**config.mk**
```make
export PLATFORM = sky130hd
export DESIGN_NAME = rv32i_instruction_decoder
export DESIGN_NICKNAME = d
export VERILOG_FILES = /design/src/design/rvid_pkg.sv /design/src/design/rvid_decode.sv /design/src/design/rv32i_instruction_decoder.sv
export VERILOG_INCLUDE_DIRS = /design/src /design/src/design
export SDC_FILE = /design/constraint.sdc
export NUM_CORES = 1
export LEC_CHECK = 0
export BUFFER_PORTS_ARGS = -buffer_cell sky130_fd_sc_hd__clkbuf_2
export CAP_MARGIN = 20
export CORE_ASPECT_RATIO = 0.75
export CORE_MARGIN = 5
export CORE_UTILIZATION = 40
export DETAILED_ROUTE_END_ITERATION = 7
export GPL_ROUTABILITY_DRIVEN = 0
export GPL_TIMING_DRIVEN = 0
export PLACE_DENSITY = 0.69
export SLEW_MARGIN = 30
export SYNTH_ARGS = -nofsm -noshare
export SYNTH_HDL_FRONTEND = slang
export SYNTH_SLANG_ARGS = --single-unit
```
**constraint.sdc**
```tcl
create_clock -name clk -period 3.3 [get_ports clk]
set_clock_uncertainty 0.1 [all_clocks]
set_input_delay 0.165 -clock clk [delete_from_list [all_inputs] [get_ports clk]]
set_output_delay 0.165 -clock clk [all_outputs]
set_load 0.05 [all_outputs]
```
**src/design/assert_macros.svh**
```systemverilog
// Assertion macros shared by the decoder RTL.
`ifndef ASSERT_MACROS_SVH
`define ASSERT_MACROS_SVH

// Check that cons holds in the same cycle as ante, outside reset.
`define ASSERT_IMP(lbl, clk, rstn, ante, cons) \
    lbl: assert property (@(posedge clk) disable iff (!(rstn)) (ante) |-> (cons)) \
        else $error("assertion failed: same-cycle implication");

// Check that cons follows ante, outside reset.
`define ASSERT_LAT2(lbl, clk, rstn, ante, cons) \
    lbl: assert property (@(posedge clk) disable iff (!(rstn)) (ante) |=> ##1 (cons)) \
        else $error("assertion failed: two-cycle latency");

`endif

```
**src/design/rvid_pkg.sv**
```systemverilog
// Types, codes and lookup functions for the RV32I instruction decoder.
`default_nettype none

package rvid_pkg;

    // Major opcodes
    localparam logic [6:0] OPC_LUI    = 7'b0110111;
    localparam logic [6:0] OPC_AUIPC  = 7'b0010111;
    localparam logic [6:0] OPC_JAL    = 7'b1101111;
    localparam logic [6:0] OPC_JALR   = 7'b1100111;
    localparam logic [6:0] OPC_BRANCH = 7'b1100011;
    localparam logic [6:0] OPC_LOAD   = 7'b0000011;
    localparam logic [6:0] OPC_STORE  = 7'b0100011;
    localparam logic [6:0] OPC_OPIMM  = 7'b0010011;
    localparam logic [6:0] OPC_OP     = 7'b0110011;
    localparam logic [6:0] OPC_SYSTEM = 7'b1110011;

    localparam logic [6:0] F7_BASE    = 7'b0000000;
    localparam logic [6:0] F7_ALT     = 7'b0100000;
    localparam logic [2:0] F3_ADD_SUB = 3'b000;
    localparam logic [2:0] F3_SHR     = 3'b101;

    localparam logic [31:0] WORD_ECALL = 32'h0000_0073;

    // Dense instruction codes
    localparam logic [5:0] IC_NONE  = 6'd0;
    localparam logic [5:0] IC_LUI   = 6'd1;
    localparam logic [5:0] IC_AUIPC = 6'd2;
    localparam logic [5:0] IC_JAL   = 6'd3;
    localparam logic [5:0] IC_JALR  = 6'd4;
    localparam logic [5:0] IC_BEQ   = 6'd5;
    localparam logic [5:0] IC_BNE   = 6'd6;
    localparam logic [5:0] IC_BLT   = 6'd7;
    localparam logic [5:0] IC_BGE   = 6'd8;
    localparam logic [5:0] IC_BLTU  = 6'd9;
    localparam logic [5:0] IC_BGEU  = 6'd10;
    localparam logic [5:0] IC_LB    = 6'd11;
    localparam logic [5:0] IC_LH    = 6'd12;
    localparam logic [5:0] IC_LW    = 6'd13;
    localparam logic [5:0] IC_LBU   = 6'd14;
    localparam logic [5:0] IC_LHU   = 6'd15;
    localparam logic [5:0] IC_SB    = 6'd16;
    localparam logic [5:0] IC_SH    = 6'd17;
    localparam logic [5:0] IC_SW    = 6'd18;
    localparam logic [5:0] IC_ADDI  = 6'd19;
    localparam logic [5:0] IC_SLTI  = 6'd20;
    localparam logic [5:0] IC_SLTIU = 6'd21;
    localparam logic [5:0] IC_XORI  = 6'd22;
    localparam logic [5:0] IC_ORI   = 6'd23;
    localparam logic [5:0] IC_ANDI  = 6'd24;
    localparam logic [5:0] IC_SLLI  = 6'd25;
    localparam logic [5:0] IC_SRLI  = 6'd26;
    localparam logic [5:0] IC_SRAI  = 6'd27;
    localparam logic [5:0] IC_ADD   = 6'd28;
    localparam logic [5:0] IC_SUB   = 6'd29;
    localparam logic [5:0] IC_SLL   = 6'd30;
    localparam logic [5:0] IC_SLT   = 6'd31;
    localparam logic [5:0] IC_SLTU  = 6'd32;
    localparam logic [5:0] IC_XOR   = 6'd33;
    localparam logic [5:0] IC_SRL   = 6'd34;
    localparam logic [5:0] IC_SRA   = 6'd35;
    localparam logic [5:0] IC_OR    = 6'd36;
    localparam logic [5:0] IC_AND   = 6'd37;
    localparam logic [5:0] IC_ECALL = 6'd38;

    typedef enum logic [2:0] {
        FMT_NONE = 3'd0,
        FMT_R    = 3'd1,
        FMT_I    = 3'd2,
        FMT_S    = 3'd3,
        FMT_B    = 3'd4,
        FMT_U    = 3'd5,
        FMT_J    = 3'd6,
        FMT_SYS  = 3'd7
    } fmt_t;

    typedef enum logic [1:0] {
        ACC_NONE  = 2'd0,
        ACC_READ  = 2'd1,
        ACC_WRITE = 2'd2
    } acc_t;

    typedef struct packed {
        logic [5:0]  code;
        fmt_t        fmt;
        acc_t        acc;
        logic [2:0]  nbytes;
        logic        branch;
        logic [31:0] imm;
    } dec_t;

    function automatic logic [5:0] branch_code(input logic [2:0] f3);
        logic [5:0] c;
        case (f3)
            3'd0:    c = IC_BEQ;
            3'd1:    c = IC_BNE;
            3'd4:    c = IC_BLT;
            3'd5:    c = IC_BGE;
            3'd6:    c = IC_BLTU;
            3'd7:    c = IC_BGEU;
            default: c = IC_NONE;
        endcase
        return c;
    endfunction

    function automatic logic [5:0] load_code(input logic [2:0] f3);
        logic [5:0] c;
        case (f3)
            3'd0:    c = IC_LB;
            3'd1:    c = IC_LH;
            3'd2:    c = IC_LW;
            3'd4:    c = IC_LBU;
            3'd5:    c = IC_LHU;
            default: c = IC_NONE;
        endcase
        return c;
    endfunction

    function automatic logic [2:0] load_nbytes(input logic [2:0] f3);
        logic [2:0] n;
        case (f3)
            3'd0, 3'd4: n = 3'd1;
            3'd1, 3'd5: n = 3'd2;
            3'd2:       n = 3'd4;
            default:    n = 3'd0;
        endcase
        return n;
    endfunction

    function automatic logic [5:0] store_code(input logic [2:0] f3);
        logic [5:0] c;
        case (f3)
            3'd0:    c = IC_SB;
            3'd1:    c = IC_SH;
            3'd2:    c = IC_SW;
            default: c = IC_NONE;
        endcase
        return c;
    endfunction

    function automatic logic [2:0] store_nbytes(input logic [2:0] f3);
        logic [2:0] n;
        case (f3)
            3'd0:    n = 3'd1;
            3'd1:    n = 3'd2;
            3'd2:    n = 3'd4;
            default: n = 3'd0;
        endcase
        return n;
    endfunction

    function automatic logic [5:0] opimm_code(input logic [2:0] f3);
        logic [5:0] c;
        case (f3)
            3'd0:    c = IC_ADDI;
            3'd1:    c = IC_SLLI;
            3'd2:    c = IC_SLTI;
            3'd3:    c = IC_SLTIU;
            3'd4:    c = IC_XORI;
            3'd6:    c = IC_ORI;
            3'd7:    c = IC_ANDI;
            default: c = IC_NONE;
        endcase
        return c;
    endfunction

    function automatic logic [5:0] op_code(input logic [2:0] f3);
        logic [5:0] c;
        case (f3)
            3'd0:    c = IC_ADD;
            3'd1:    c = IC_SLL;
            3'd2:    c = IC_SLT;
            3'd3:    c = IC_SLTU;
            3'd4:    c = IC_XOR;
            3'd5:    c = IC_SRL;
            3'd6:    c = IC_OR;
            3'd7:    c = IC_AND;
            default: c = IC_NONE;
        endcase
        return c;
    endfunction

endpackage

`default_nettype wire

```
**src/design/rvid_decode.sv**
```systemverilog
// Combinational decode of one RV32I word into code, format, access and immediate.
`default_nettype none

module rvid_decode
    import rvid_pkg::*;
(
    input  wire logic [31:0] word,
    output dec_t             dec
);

    logic [6:0] opc;
    logic [2:0] f3;
    logic [6:0] f7;

    assign opc = word[6:0];
    assign f3  = word[14:12];
    assign f7  = word[31:25];

    always_comb
    begin
        dec.code   = IC_NONE;
        dec.fmt    = FMT_NONE;
        dec.acc    = ACC_NONE;
        dec.nbytes = 3'd0;
        dec.branch = 1'b0;
        case (opc)
            OPC_LUI:
            begin
                dec.code = IC_LUI;
                dec.fmt  = FMT_U;
            end
            OPC_AUIPC:
            begin
                dec.code = IC_AUIPC;
                dec.fmt  = FMT_U;
            end
            OPC_JAL:
            begin
                dec.code   = IC_JAL;
                dec.fmt    = FMT_J;
                dec.branch = 1'b1;
            end
            OPC_JALR:
            begin
                dec.code   = IC_JALR;
                dec.fmt    = FMT_I;
                dec.branch = 1'b1;
            end
            OPC_BRANCH:
            begin
                dec.code   = branch_code(f3);
                dec.fmt    = FMT_B;
                dec.branch = 1'b1;
            end
            OPC_LOAD:
            begin
                dec.code   = load_code(f3);
                dec.fmt    = FMT_I;
                dec.nbytes = load_nbytes(f3);
                dec.acc    = (load_nbytes(f3) != 3'd0) ? ACC_READ : ACC_NONE;
            end
            OPC_STORE:
            begin
                dec.code   = store_code(f3);
                dec.fmt    = FMT_S;
                dec.nbytes = store_nbytes(f3);
                dec.acc    = (store_nbytes(f3) != 3'd0) ? ACC_WRITE : ACC_NONE;
            end
            OPC_OPIMM:
            begin
                if (f3 == F3_SHR)
                begin
                    // bad funct7 on a right shift leaves the word undecoded
                    if (f7 == F7_BASE)
                    begin
                        dec.code = IC_SRLI;
                        dec.fmt  = FMT_I;
                    end
                    else if (f7 == F7_ALT)
                    begin
                        dec.code = IC_SRAI;
                        dec.fmt  = FMT_I;
                    end
                end
                else
                begin
                    dec.code = opimm_code(f3);
                    dec.fmt  = FMT_I;
                end
            end
            OPC_OP:
            begin
                dec.fmt = FMT_R;
                if (f7 == F7_BASE)
                    dec.code = op_code(f3);
                else if (f7 == F7_ALT && f3 == F3_ADD_SUB)
                    dec.code = IC_SUB;
                else if (f7 == F7_ALT && f3 == F3_SHR)
                    dec.code = IC_SRA;
            end
            OPC_SYSTEM:
            begin
                dec.fmt = FMT_SYS;
                if (word == WORD_ECALL)
                    dec.code = IC_ECALL;
            end
            default:
            begin
                dec.code = IC_NONE;
            end
        endcase

        // Assemble the immediate for the decoded format
        case (dec.fmt)
            FMT_I, FMT_SYS: dec.imm = {{20{word[31]}}, word[31:20]};
            FMT_S:          dec.imm = {{20{word[31]}}, word[31:25], word[11:7]};
            FMT_B:          dec.imm = {{19{word[31]}}, word[31], word[7], word[30:25],
                                       word[11:8], 1'b0};
            FMT_U:          dec.imm = {word[31:12], 12'd0};
            FMT_J:          dec.imm = {{11{word[31]}}, word[31], word[19:12], word[20],
                                       word[30:21], 1'b0};
            default:        dec.imm = 32'd0;
        endcase
    end

endmodule

`default_nettype wire

```
**src/design/rv32i_instruction_decoder.sv**
```systemverilog
// Top level of the RV32I instruction decoder: input register, decode, result register.
`default_nettype none

// RV32I instruction decoder. Raise start with a word on instruction_word; the
// word is taken at that clock edge (busy is always low, so a word can be taken
// at every edge). The word passes the input register, then the decode logic
// into the result register, and the decoded result then sits on the result ports
// for one cycle with done high; the receiver cannot stall it and must take it
// in that cycle. Throughput is one word per cycle. Results come out in the
// order the words went in. The decode gives a dense instruction code (0 for
// anything not recognized), the format type, the memory access kind and size,
// a branch flag, the raw opcode, funct3 and register fields, and the
// sign-extended immediate.
module rv32i_instruction_decoder
    import rvid_pkg::*;
(
    input  wire logic        clk,
    input  wire logic        rst_n,
    input  wire logic        start,
    output logic             busy,
    input  wire logic [31:0] instruction_word,
    output logic             done,
    output logic [5:0]       instr_code,
    output logic [2:0]       format_type,
    output logic [1:0]       mem_access,
    output logic [2:0]       access_bytes,
    output logic             branch_flag,
    output logic [6:0]       opcode_bits,
    output logic [2:0]       funct3_bits,
    output logic [4:0]       src1_index,
    output logic [4:0]       src2_index,
    output logic [4:0]       dest_index,
    output logic signed [31:0] immediate
);

    logic        in_valid_reg;
    logic [31:0] word_reg;
    logic        done_reg;
    logic [31:0] res_word_reg;
    dec_t        res_reg;
    dec_t        dec_next;

    // Every stage advances each cycle, so no word is ever refused
    assign busy = 1'b0;

    rvid_decode u_decode (
        .word (word_reg),
        .dec  (dec_next)
    );

    // Valid flags of both stages
    always_ff @(posedge clk or negedge rst_n)
    begin
        if (!rst_n)
        begin
            in_valid_reg <= 1'b0;
            done_reg     <= 1'b0;
        end
        else
        begin
            in_valid_reg <= start && !busy;
            done_reg     <= in_valid_reg;
        end
    end

    // Payload: capture the word, then register its decoded form
    always_ff @(posedge clk)
    begin
        if (start && !busy)
            word_reg <= instruction_word;
        if (in_valid_reg)
        begin
            res_word_reg <= word_reg;
            res_reg      <= dec_next;
        end
    end

    assign done         = done_reg;
    assign instr_code   = res_reg.code;
    assign format_type  = res_reg.fmt;
    assign mem_access   = res_reg.acc;
    assign access_bytes = res_reg.nbytes;
    assign branch_flag  = res_reg.branch;
    assign opcode_bits  = res_word_reg[6:0];
    assign funct3_bits  = res_word_reg[14:12];
    assign src1_index   = res_word_reg[19:15];
    assign src2_index   = res_word_reg[24:20];
    assign dest_index   = res_word_reg[11:7];
    assign immediate    = res_reg.imm;

`include "assert_macros.svh"

    `ASSERT_LAT2(a_latency, clk, rst_n, start && !busy, done)
    `ASSERT_IMP(a_access_size, clk, rst_n, done, (mem_access == ACC_NONE) == (access_bytes == 3'd0))
    `ASSERT_IMP(a_branch_fmt, clk, rst_n, done && branch_flag, format_type == FMT_B || format_type == FMT_J || format_type == FMT_I)
    `ASSERT_IMP(a_r_no_imm, clk, rst_n, done && format_type == FMT_R, immediate == 32'sd0)

endmodule

`default_nettype wire

```
==> summary.md, run 1 <==
| Metric | Value |
|---|---|
| Status | complete, no violations |
| Detail Placement HPWL | just over 7 mm |
| Worst Path Required | 3410 ps |
| Clk_lat worst skew | around 350 ps |
| DRT antenna net count | 0 |
| Max FO, Critical Path | 8 |
| Register bit total from synthesis | roughly 110 |
| Fin nets | a little over 500 |
| PD cells | 565 nW/µm² |
| Data arrival time of the critical path | 2470 ps |
| Total core area | between 10000 and 15000 µm² |
| Via count of the first global-routing pass | 3199 |
| Leakage | approximately 0.0024 µW |
| Largest net degree at the start of global routing | 50 |
| FP Rows | 33 |
| Filler instances | around 920 |
| Fin crit share | 0.715 |
| DR vias | roughly 3200 |
| Layout cells sized above 1 | 0.316 |
| Die Ht | 102 µm |
| Mapped Area | 4540 µm² |
| Global route total overflow | 0 |
| Starting DRT DRC Count | slightly above 300 |
| Mapped Avg Cell Area | between 10 and 15 µm² |
| Total of max-cap violations | 0 |
| R2R cell count | 7 |
| Antenna cell count | 0 |
| Finished layout cell area | a little under 6000 µm² |
| Clock tree sinks | approximately 110 |
| Placed Instance Area | 5280 µm² |
| Most frequent cells in the layout | 106 x clkbuf_2, 104 x edfxtp_1, 40 x nand2_1 |
| First-pass GRT wire length | roughly 17 mm |
| Synth area leaders | edfxtp_1 69%, nand2_1 3.3%, dfxtp_1 2.2%, a21oi_1 1.9%, nor2b_1 1.2% |
| Post-synth ARST share | 0.0180 |
| Final Hold Viols | 0 |
| Synth area leader | edfxtp_1 |
| Mapped Cells | 317 |
| Total Wirelength | 10.6 mm |
| Post-synth EDFFs | roughly 100 |
| RSZ-0062 raised after global routing | no |
| Area Growth Syn to Fin | 30.2% |
| Critical path capture point type | register |
| I/O pin count | 109 |
| Dominant synthesized flop cell | edfxtp_1 |
| F_max | between 400 and 500 MHz |
| CTS tree | built |
| Setup Fix Bufs, Post-CTS | 0 |
| Clock root buffer master | clkbuf_16 |
| Post-placement cell count | 565 |
| Yosys warning total | 0 |
| Max H-tree Level | 3 |
| Layout Cells excl Fill | 614 |
| Die area | roughly 14000 µm² |
| CP Launch Type | register |
| Peak VDD IR | approximately 340 µV |
| Actual slew at the worst max-slew pin | 916 ps |
| IO buf count | ~110 |
| Sequential element share of the synthesized area | 0.721 |
| Initial antenna violation count | 0 |
| Mapped Nets | around 360 |
| Vias per std cell | approximately 5.2 |
| Total CTS buffers | 9 |
| Initial Util | 0.412 |
| Max Root-Sink Buffers | 2 |
| Worst hold-check path type | input port to asynchronous set/reset pin |
| Clk slew on worst S/H paths | 70 ps |
| Most common cell after layout, fill and taps aside | clkbuf_2 |
| WL/cell | 17.3 µm |
| Netlist cell types | 61 |
| Share of the synthesized area in the top cell type | 0.688 |
| Relative slew slack | 0.389 |
| Setup-failing EPs final | 0 |
| Setup CP Type | register to register |
| Residual DRC | 0 |
| GRT Total Usage | 0.160 |
| Max-slew violations | 0 |
| Crit path time final | approximately 2400 ps |
| Pre-Repair DR Iteration Count | 4 |
| Horiz. Die Dim | approximately 130 µm |
| Final TNS setup | 0 ps |
## stage by stage
stage	utilization	hold WS [ps]	setup WS, ps	power [µW]
after global placement	0.476	-148	425	2250
after CTS	0.536	24.7	959	3370
after detailed placement	0.479	-142	1030	2260
after floorplan	-	-231	1010	2110
after global routing	0.536	32.0	802	3470
final	0.536	34.7	941	3340
## cell families after synthesis
kind of cell               after synthesis  synth area share
buffers and inverters                   21            0.0251
other                                    1          0.000827
xor gates and xnor gates                 2           0.00386
DFF                                    111             0.721
AOI/OAI and AO/OA                       56            0.0849
muxes                                    7            0.0160
and+or+nand+nor                        115             0.137
adders and majority gates                4            0.0110
## worst paths after layout
| kind | from | endpoint | slack [ps] |
|---|---|---|---|
| max | word_reg[5]$_DFFE_PP_ | immediate[14]$_SDFFCE_PN0P_ | 940 |
| min | rst_n | in_valid_reg$_DFF_PN0_ | 30 |
| max reg2reg | word_reg[5]$_DFFE_PP_ | immediate[14]$_SDFFCE_PN0P_ | 940 |
| min reg2reg | word_reg[5]$_DFFE_PP_ | res_word_reg[5]$_DFFE_PP_ | 340 |
| max in group asynchronous | rst_n | in_valid_reg$_DFF_PN0_ | 2950 |
| min in group clk | start | in_valid_reg$_DFF_PN0_ | 320 |
## final cells by class
class | instances | area, µm² | share of cell area
well taps | 140 | 175 | 0.0296
flip-flops and latches | 111 | 3280 | 0.555
plain buffers | 15 | 91.3 | 0.0155
inverters | 6 | 22.5 | 0.00381
clock inverters | 6 | 70.1 | 0.0119
multi-input cells | 185 | 1150 | 0.195
repair buffers | 141 | 893 | 0.151
clock buffers | 10 | 229 | 0.0388
## critical path: stages, from the launching register on
cell and delay [ps]:
edfxtp_1 340, clkbuf_1 300, inv_1 160, nor3_2 550
and2_0 230, clkbuf_1 340, a21oi_1 100, nand2_1 110
## synth_stat cells, types with 2 or more instances
| master | instances |
|---|---|
| o21ai_0 | 10 |
| edfxtp_1 | 104 |
| o21a_1 | 2 |
| o22ai_1 | 3 |
| ha_1 | 4 |
| and2_1 | 2 |
| nand2_1 | 40 |
| nor4_1 | 8 |
| buf_2 | 4 |
| o211ai_1 | 2 |
| a41oi_1 | 2 |
| dfxtp_1 | 5 |
| nor2_1 | 14 |
| buf_6 | 2 |
| nor2b_1 | 9 |
| a22o_1 | 4 |
| mux2_2 | 2 |
| or4_4 | 2 |
| a22oi_1 | 3 |
| nand3_1 | 7 |
| or4_1 | 2 |
| clkbuf_1 | 6 |
| or2_2 | 3 |
| nor3_1 | 7 |
| mux2i_1 | 5 |
| xnor2_1 | 2 |
| nor2_2 | 2 |
| inv_1 | 6 |
| a21oi_1 | 17 |
| or3_1 | 4 |
| nand2b_1 | 2 |
| dfrtp_1 | 2 |
| nand2_2 | 2 |
## repair_timing
item	CTS	global route
hold buffers	33	0
gates resized for setup	0	0
setup endpoints to repair	0	0
endpoints found under the hold margin	34	0
## report_power, final
part / switching (µW) / internal [µW] / leakage, µW
Combinational: 391 / 141 / 0.00115
Clock: 481 / 594 / 0.000147
Sequential: 65.6 / 1660 / 0.00107
## layer usage
metal  global-route usage  share of wire  vias to the layer above  wire length, µm
li1                     -              -                     1502                -
met1                0.223           0.46                     1536             4830
met2                0.240           0.46                      136             4830
met3               0.0492          0.075                        9              799
met4               0.0527          0.013                        0              143
met5                    0              0                        -                0
No activity file was read; power rests on OpenSTA's default activity.
==> run 2: changes to the inputs <==
--- a/config.mk
+++ b/config.mk
@@ -6,6 +6,7 @@
 export SDC_FILE = /design/constraint.sdc
 export NUM_CORES = 1
 export LEC_CHECK = 0
+export ABC_AREA = 1
 export BUFFER_PORTS_ARGS = -buffer_cell sky130_fd_sc_hd__clkbuf_2
 export CAP_MARGIN = 20
 export CORE_ASPECT_RATIO = 0.75
@@ -14,7 +15,7 @@
 export DETAILED_ROUTE_END_ITERATION = 7
 export GPL_ROUTABILITY_DRIVEN = 0
 export GPL_TIMING_DRIVEN = 0
-export PLACE_DENSITY = 0.69
+export PLACE_DENSITY = 0.71
 export SLEW_MARGIN = 30
 export SYNTH_ARGS = -nofsm -noshare
 export SYNTH_HDL_FRONTEND = slang
==> constraint.sdc (replaced) <==
create_clock -name clk -period 2 [get_ports clk]
set_clock_uncertainty 0.1 [all_clocks]
set_input_delay 0.1 -clock clk [delete_from_list [all_inputs] [get_ports clk]]
set_output_delay 0.1 -clock clk [all_outputs]
set_load 0.05 [all_outputs]
==> summary.md, run 2 <==
| Metric | Value |
|---|---|
| Synth Area in Simple Gates | 0.154 (was 0.137) |
| Global route total overflow | 0 (unchanged) |
| Mapped Cells | 378 (was 317) |
| Total Wirelength | 11.5 mm (was 10.6 mm) |
| Wl on met1 | 4.88 mm (was 4.83 mm) |
| Sw Share | 0.289 (was 0.281) |
| First-pass GRT wire length | 17.2 mm (was 16.7 mm) |
| Register bit total from synthesis | 111 (unchanged) |
| Most common cell after layout, fill and taps aside | clkbuf_2 (unchanged) |
| Yosys warning total | 0 (unchanged) |
| DR vias | 3500 (was 3183) |
| Final hold slack | 234 ps (was 34.7 ps) |
| CP peak stage delay | 510 ps (was 550 ps) |
| Horiz. Die Dim | 134 µm (was 133 µm) |
| Initial Util | 0.414 (was 0.412) |
| Max Root-Sink Buffers | 2 (unchanged) |
| Pre-Repair DR Iteration Count | 5 (was 4) |
| Share of the synthesized area in the top cell type | 0.681 (was 0.688) |
| Most frequent CP cell | nand2_1 (was clkbuf_1) |
| Count leader, synth | edfxtp_1 (unchanged) |
| Post-Synth Adder-Cell Area | 0.0109 (was 0.0110) |
| Leakage | 0.00282 µW (was 0.00237 µW) |
| Crit path max-delay family | simple AND/OR/NAND/NOR gates (unchanged) |
| Reg power frac | 0.510 (was 0.518) |
| Fin nets | 591 (was 508) |
| Layout cells sized above 1 | 0.357 (was 0.316) |
| Post-synth ARST share | 0.0180 (unchanged) |
| Reg2reg end | immediate[26]$_SDFFCE_PN0P_ (was immediate[14]$_SDFFCE_PN0P_) |
| Starting DRT DRC Count | 353 (was 308) |
| Setup CP Type | register to register (unchanged) |
| Clock root buffer master | clkbuf_16 (unchanged) |
| Finished layout cell area | 6280 µm² (was 5910 µm²) |
| Crit-path slowest cell | edfxtp_1 (was nor3_2) |
| Total core area | 11100 µm² (was 11000 µm²) |
| Sequential element share of the synthesized area | 0.714 (was 0.721) |
| Clk slew on worst S/H paths | 80 ps (was 70 ps) |
| Final Hold Viols | 0 (unchanged) |
| WL/cell | 16.5 µm (was 17.3 µm) |
| Synth area leaders | edfxtp_1 68%, nand2_1 5.9%, inv_1 3.1%, nor2_1 3.0%, a21oi_1 2.4% (was edfxtp_1 69%, nand2_1 3.3%, dfxtp_1 2.2%, a21oi_1 1.9%, nor2b_1 1.2%) |
| Status | finished, violations left (was complete, no violations) |
| Actual slew at the worst max-slew pin | 887 ps (was 916 ps) |
| Clock tree sinks | 111 (unchanged) |
| Most common library cells after synthesis | 104 x edfxtp_1, 72 x nand2_1, 38 x inv_1 (was 104 x edfxtp_1, 40 x nand2_1, 17 x a21oi_1) |
| Sw Pwr | 1620 µW (was 937 µW) |
| Vias per std cell | 5.02 (was 5.18) |
| Mapped Area | 4590 µm² (was 4540 µm²) |
| Clk pwr share | 0.324 (was 0.322) |
| Area Growth Syn to Fin | 37.1% (was 30.2%) |
| Final WS setup | -36.8 ps (was 941 ps) |
| Post-synthesis xor/xnor area fraction | 0 (was 0.00386) |
| CTS tree | built (unchanged) |
| Die area | 13700 µm² (was 13600 µm²) |
| Util after Layout | 0.568 (was 0.536) |
| Clk_lat worst skew | 350 ps (about the same) |
| WL met3 | 1.02 mm (was 799 µm) |
| Failing checks | negative setup slack |
| DRT antenna net count | 0 (unchanged) |
| Critical path destination | immediate[26]$_SDFFCE_PN0P_ (was immediate[14]$_SDFFCE_PN0P_) |
| CP bufs+invs | 2 (was 3) |
| Largest family of logic cells by synthesized area | simple AND/OR/NAND/NOR gates (unchanged) |
| RSZ-0062 raised after global routing | yes (was no) |
| Most frequent cells in the layout | 106 x clkbuf_2, 104 x edfxtp_1, 59 x nand2_1 (was 106 x clkbuf_2, 104 x edfxtp_1, 40 x nand2_1) |
| Crit path depth | 10 (was 7) |
| Max-slew violations | 0 (unchanged) |
| Antenna cell count | 0 (unchanged) |
| Highest metal used | met4 (unchanged) |
| Met2 Routed Length | 5.42 mm (was 4.83 mm) |
| FP Rows | 33 (unchanged) |
| Synth area leader | edfxtp_1 (unchanged) |
| Die Ht | 103 µm (was 102 µm) |
| Crit path time final | 2040 ps (was 2360 ps) |
| Dominant synthesized flop cell | edfxtp_1 (unchanged) |
| R2R cell count | 10 (was 7) |
| Critical Path Start | word_reg[4]$_DFFE_PP_ (was word_reg[5]$_DFFE_PP_) |
| Crit-path cells | inv_2 > nand2_2 > nor2_4 > nand2_1 > nand3_2 > o21ai_2 > nand2_4 > nand3_4 > buf_6 > nand2_1 (was clkbuf_1 > inv_1 > nor3_2 > and2_0 > clkbuf_1 > a21oi_1 > nand2_1) |
| Relative slew slack | 0.409 (was 0.389) |
| Reg-to-Reg Start | word_reg[4]$_DFFE_PP_ (was word_reg[5]$_DFFE_PP_) |
| Comb pwr share | 0.166 (was 0.159) |
| CP Launch Type | register (unchanged) |
| Post-synthesis mux area share | 0 (was 0.0160) |
| Largest net degree at the start of global routing | 42 (was 50) |
| Worst hold-check path type | input port to register (was input port to asynchronous set/reset pin) |
| Data arrival time of the critical path | 2040 ps (was 2470 ps) |
| Total of max-cap violations | 0 (unchanged) |
| Detail Placement HPWL | 7.63 mm (was 7.23 mm) |
| Peak VDD IR | 415 µV (was 342 µV) |
| Post-synth EDFFs | 104 (unchanged) |
| Max H-tree Level | 3 (unchanged) |
| Compound-cell area share of the yosys netlist | 0.0726 (was 0.0849) |
| Int Pwr | 3980 µW (was 2400 µW) |
| Worst Path Required | 2000 ps (was 3410 ps) |
| GRT Total Usage | 0.165 (was 0.160) |
| Placed Instance Area | 5320 µm² (was 5280 µm²) |
| Critical path capture point type | register (unchanged) |
| Fin crit share | 1.02 (was 0.715) |
| R2R setup slack | -40 ps (was 940 ps) |
| Mapped Nets | 417 (was 356) |
| Total Power | 5600 µW (was 3340 µW) |
| Mapped Avg Cell Area | 12.1 µm² (was 14.3 µm²) |
| Setup-failing EPs final | 20 (was 0) |
| Max FO, Critical Path | 10 (was 8) |
| Total CTS buffers | 9 (unchanged) |
| F_max | 491 MHz (was 424 MHz) |
| IO buf count | 107 (unchanged) |
| PD cells | 891 nW/µm² (was 565 nW/µm²) |
| Residual DRC | 0 (unchanged) |
| Netlist cell types | 35 (was 61) |
| Initial antenna violation count | 0 (unchanged) |
| I/O pin count | 109 (unchanged) |
| Via count of the first global-routing pass | 3261 (was 3199) |
-- run 2: power by group through the flow --
stage	sequential [µW]	clock [µW]	combinational, µW
2_1_floorplan	3310	0	158
3_3_place_gp	2920	0	777
3_5_place_dp	2910	0	809
4_1_cts	2860	1860	877
5_1_grt	2880	1950	981
6_report	2860	1810	929
-- run 2: logic make-up after synthesis --
group / after synthesis
other cells: 1
buf+inv: 49
fa+ha+maj: 4
simple gates: 155
compound gates: 58
flops: 111
-- run 2: through the flow --
step	instances	TNS [ps]	setup WS (ps)
after floorplan	378	0	255
after global placement	625	-731	-227
after detailed placement	626	-2620	-300
after CTS	681	-18.4	-18.4
after global routing	697	-1430	-92.0
final	697	-334	-36.8
-- run 2: worst min-delay path by stage --
stage / start / end / slack, ps / cells after the start
finish: start / in_valid_reg$_DFF_PN0_ / 230 / 1
global route: start / in_valid_reg$_DFF_PN0_ / 250 / 1
CTS: instruction_word[23] / word_reg[23]$_DFFE_PP_ / 350 / 2
detailed placement: rst_n / done$_DFF_PN0_ / -210 / 1
global placement: rst_n / done$_DFF_PN0_ / -220 / 1
floorplan: rst_n / done$_DFF_PN0_ / -300 / 0
-- run 2: final cells by class --
cell class | instances | area, µm²
multi-input cells | 218 | 1220
fillers | 921 | 4780
clock buffers | 9 | 225
clock inverters | 7 | 76.3
inverters | 41 | 154
plain buffers | 8 | 73.8
flip-flops and latches | 111 | 3280
well taps | 140 | 175
repair buffers | 163 | 1090
-- run 2: timing repair --
item	CTS	global route
setup buffers	5	15
endpoints found under the hold margin	34	0
gates resized for setup	6	35
endpoints found under the setup margin	28	32
pin swaps	2	8
gates cloned	0	1
hold buffers	34	0
-- run 2: per-layer routing --
layer / track usage / vias up
li1: - / 1663
met1: 0.216 / 1642
met2: 0.268 / 173
met3: 0.0493 / 22
met4: 0.0514 / 0
met5: 0 / -
==> run 3: changes to the inputs <==
--- a/config.mk
+++ b/config.mk
@@ -6,7 +6,6 @@
 export SDC_FILE = /design/constraint.sdc
 export NUM_CORES = 1
 export LEC_CHECK = 0
-export ABC_AREA = 1
 export BUFFER_PORTS_ARGS = -buffer_cell sky130_fd_sc_hd__clkbuf_2
 export CAP_MARGIN = 20
 export CORE_ASPECT_RATIO = 0.75
==> summary.md, run 3 (synthesis results as in run 1) <==
| Metric | Value |
|---|---|
| Status | finished, violations left (unchanged) |
| Failing checks | negative setup slack (unchanged) |
| WHS Path Cells | 1 (unchanged) |
| RSZ-0062 raised after global routing | yes (unchanged) |
| Fin crit share | 1.09 (was 1.02) |
| R2R setup slack | -180 ps (was -40 ps) |
| CP Launch Type | register (unchanged) |
| Total core area | 11000 µm² (was 11100 µm²) |
| Max Root-Sink Buffers | 2 (unchanged) |
| Global route total overflow | 0 (unchanged) |
| Max FO, Critical Path | 8 (was 10) |
| PD cells | 887 nW/µm² (was 891 nW/µm²) |
| Area Growth Syn to Fin | 39.2% (was 37.1%) |
| R2R cell count | 7 (was 10) |
| Layout cells sized above 1 | 0.415 (was 0.357) |
| Setup CP Type | register to register (unchanged) |
| Critical path capture point type | register (unchanged) |
| Actual slew at the worst max-slew pin | 892 ps (was 887 ps) |
| Worst Path Required | 2000 ps (about the same) |
| Clock root buffer master | clkbuf_16 (unchanged) |
| Crit path max-delay family | simple AND/OR/NAND/NOR gates (unchanged) |
| First-pass GRT wire length | 16.9 mm (was 17.2 mm) |
| Clock tree sinks | 111 (unchanged) |
| Peak VDD IR | 592 µV (was 415 µV) |
| Filler instances | 891 (was 921) |
| WL/cell | 17.9 µm (was 16.5 µm) |
| Leakage | 0.00253 µW (was 0.00282 µW) |
| Reg2reg end | immediate[26]$_SDFFCE_PN0P_ (unchanged) |
| Critical Path Start | word_reg[0]$_DFFE_PP_ (was word_reg[4]$_DFFE_PP_) |
| Clk slew on worst S/H paths | 70 ps (was 80 ps) |
| FP Rows | 33 (unchanged) |
| Total CTS buffers | 9 (unchanged) |
| Antenna cell count | 0 (unchanged) |
| Largest net degree at the start of global routing | 50 (was 42) |
| F_max | 459 MHz (was 491 MHz) |
| Crit-path cells | nand4bb_4 > buf_8 > nor2_2 > or4_4 > o21ai_4 > buf_6 > nand2_1 (was inv_2 > nand2_2 > nor2_4 > nand2_1 > nand3_2 > o21ai_2 > nand2_4 > nand3_4 > buf_6 > nand2_1) |
| Vias per std cell | 5.25 (was 5.02) |
| Horiz. Die Dim | 133 µm (was 134 µm) |
| Final WS setup | -176 ps (was -36.8 ps) |
| IO buf count | 107 (unchanged) |
| CP bufs+invs | 2 (unchanged) |
| DRT antenna net count | 0 (unchanged) |
| DR vias | 3365 (was 3500) |
| Setup-failing EPs final | 29 (was 20) |
| Die Ht | 102 µm (was 103 µm) |
| Die area | 13600 µm² (was 13700 µm²) |
| Total of max-cap violations | 0 (unchanged) |
| Residual DRC | 0 (unchanged) |
| Initial Util | 0.412 (was 0.414) |
| Max H-tree Level | 3 (unchanged) |
| Crit-path slowest cell | edfxtp_1 (unchanged) |
| Total Power | 5610 µW (was 5600 µW) |
| Total Wirelength | 11.4 mm (was 11.5 mm) |
| Relative slew slack | 0.406 (was 0.409) |
| Crit path time final | 2180 ps (was 2040 ps) |
| Reg-to-Reg Start | word_reg[0]$_DFFE_PP_ (was word_reg[4]$_DFFE_PP_) |
| Most frequent cells in the layout | 111 x clkbuf_2, 104 x edfxtp_1, 34 x dlygate4sd3_1 (was 106 x clkbuf_2, 104 x edfxtp_1, 59 x nand2_1) |
| Detail Placement HPWL | 7.25 mm (was 7.63 mm) |
| Final hold slack | 250 ps (was 234 ps) |
| CP peak stage delay | 540 ps (was 510 ps) |
| Starting DRT DRC Count | 292 (was 353) |
| WHS Endpoint | in_valid_reg$_DFF_PN0_ (unchanged) |
| Final Hold Viols | 0 (unchanged) |
| Pre-Repair DR Iteration Count | 5 (unchanged) |
| Area of the multi-input gates | 1330 µm² (was 1220 µm²) |
| Worst hold start | start (unchanged) |
| FF/Latch Area | 3280 µm² (unchanged) |
| Max-slew violations | 0 (unchanged) |
| Worst hold-check path type | input port to register (unchanged) |
| Initial antenna violation count | 0 (unchanged) |
| Clk_lat worst skew | 340 ps (was 350 ps) |
| Most common cell after layout, fill and taps aside | clkbuf_2 (unchanged) |
| Fin nets | 535 (was 591) |
| GRT Total Usage | 0.162 (was 0.165) |
| Via count of the first global-routing pass | 3291 (was 3261) |
| CTS tree | built (unchanged) |
| I/O pin count | 109 (unchanged) |
| Data arrival time of the critical path | 2180 ps (was 2040 ps) |
run 3: through the flow:
| stage | instances | TNS, ps | area [µm²] | setup slack, ps | util |
|---|---|---|---|---|---|
| 2_1_floorplan | 317 | 0 | 4540 | 12.6 | - |
| 3_3_place_gp | 564 | -5490 | 5250 | -235 | 0.476 |
| 3_5_place_dp | 565 | -6470 | 5280 | -248 | 0.479 |
| 4_1_cts | 629 | -3410 | 6100 | -136 | 0.553 |
| 5_1_grt | 641 | -5650 | 6320 | -253 | 0.573 |
| 6_report | 641 | -3210 | 6320 | -176 | 0.573 |
run 3: worst max path at each step:
| stage | to | slack [ps] | cells after the start |
|---|---|---|---|
| final | immediate[26]$_SDFFCE_PN0P_ | -180 | 7 |
| after floorplan | immediate[21]$_SDFFCE_PN0P_ | 10 | 7 |
| after global placement | instr_code[5]$_SDFFCE_PN0P_ | -230 | 6 |
| after detailed placement | immediate[28]$_SDFFCE_PN0P_ | -250 | 7 |
| after global routing | instr_code[3]$_SDFFCE_PN0P_ | -250 | 6 |
| after CTS | immediate[28]$_SDFFCE_PN0P_ | -140 | 7 |
run 3: worst register-to-register path, delay by kind of cell, from the launching register on:
family,cells,cell delay (ps)
DFF,1,540
and+or+nand+nor,4,820
AOI/OAI and AO/OA,1,190
buffers and inverters,2,280
run 3: routing by layer:
metal,share of wire,track usage
met5,0,0
met4,0.012,0.0511
met3,0.074,0.0453
met2,0.47,0.256
met1,0.45,0.220
run 3: area by class of cell:
class,instances,share of cell area
sequential,111,0.519
multi-input combinational,186,0.211
timing repair buffer,168,0.175
clock buffer,12,0.0390
tap,140,0.0277
buffer,14,0.0162
clock inverter,4,0.00852
inverter,6,0.00357
run 3: timing repair:
item / CTS / global route
endpoints found under the setup margin: 37 / 40
gates cloned: 1 / 1
hold buffers: 34 / 0
endpoints found under the hold margin: 34 / 0
pin swaps: 4 / 11
setup buffers: 13 / 12
resized for setup: 18 / 36
run 3: report_power, final:
| part | switching, µW | leakage, µW | internal, µW |
|---|---|---|---|
| sequential | 111 | 0.00107 | 2750 |
| clock | 767 | 0.000139 | 1010 |
| combinational | 686 | 0.00132 | 285 |
| total | 1560 | 0.00253 | 4040 |
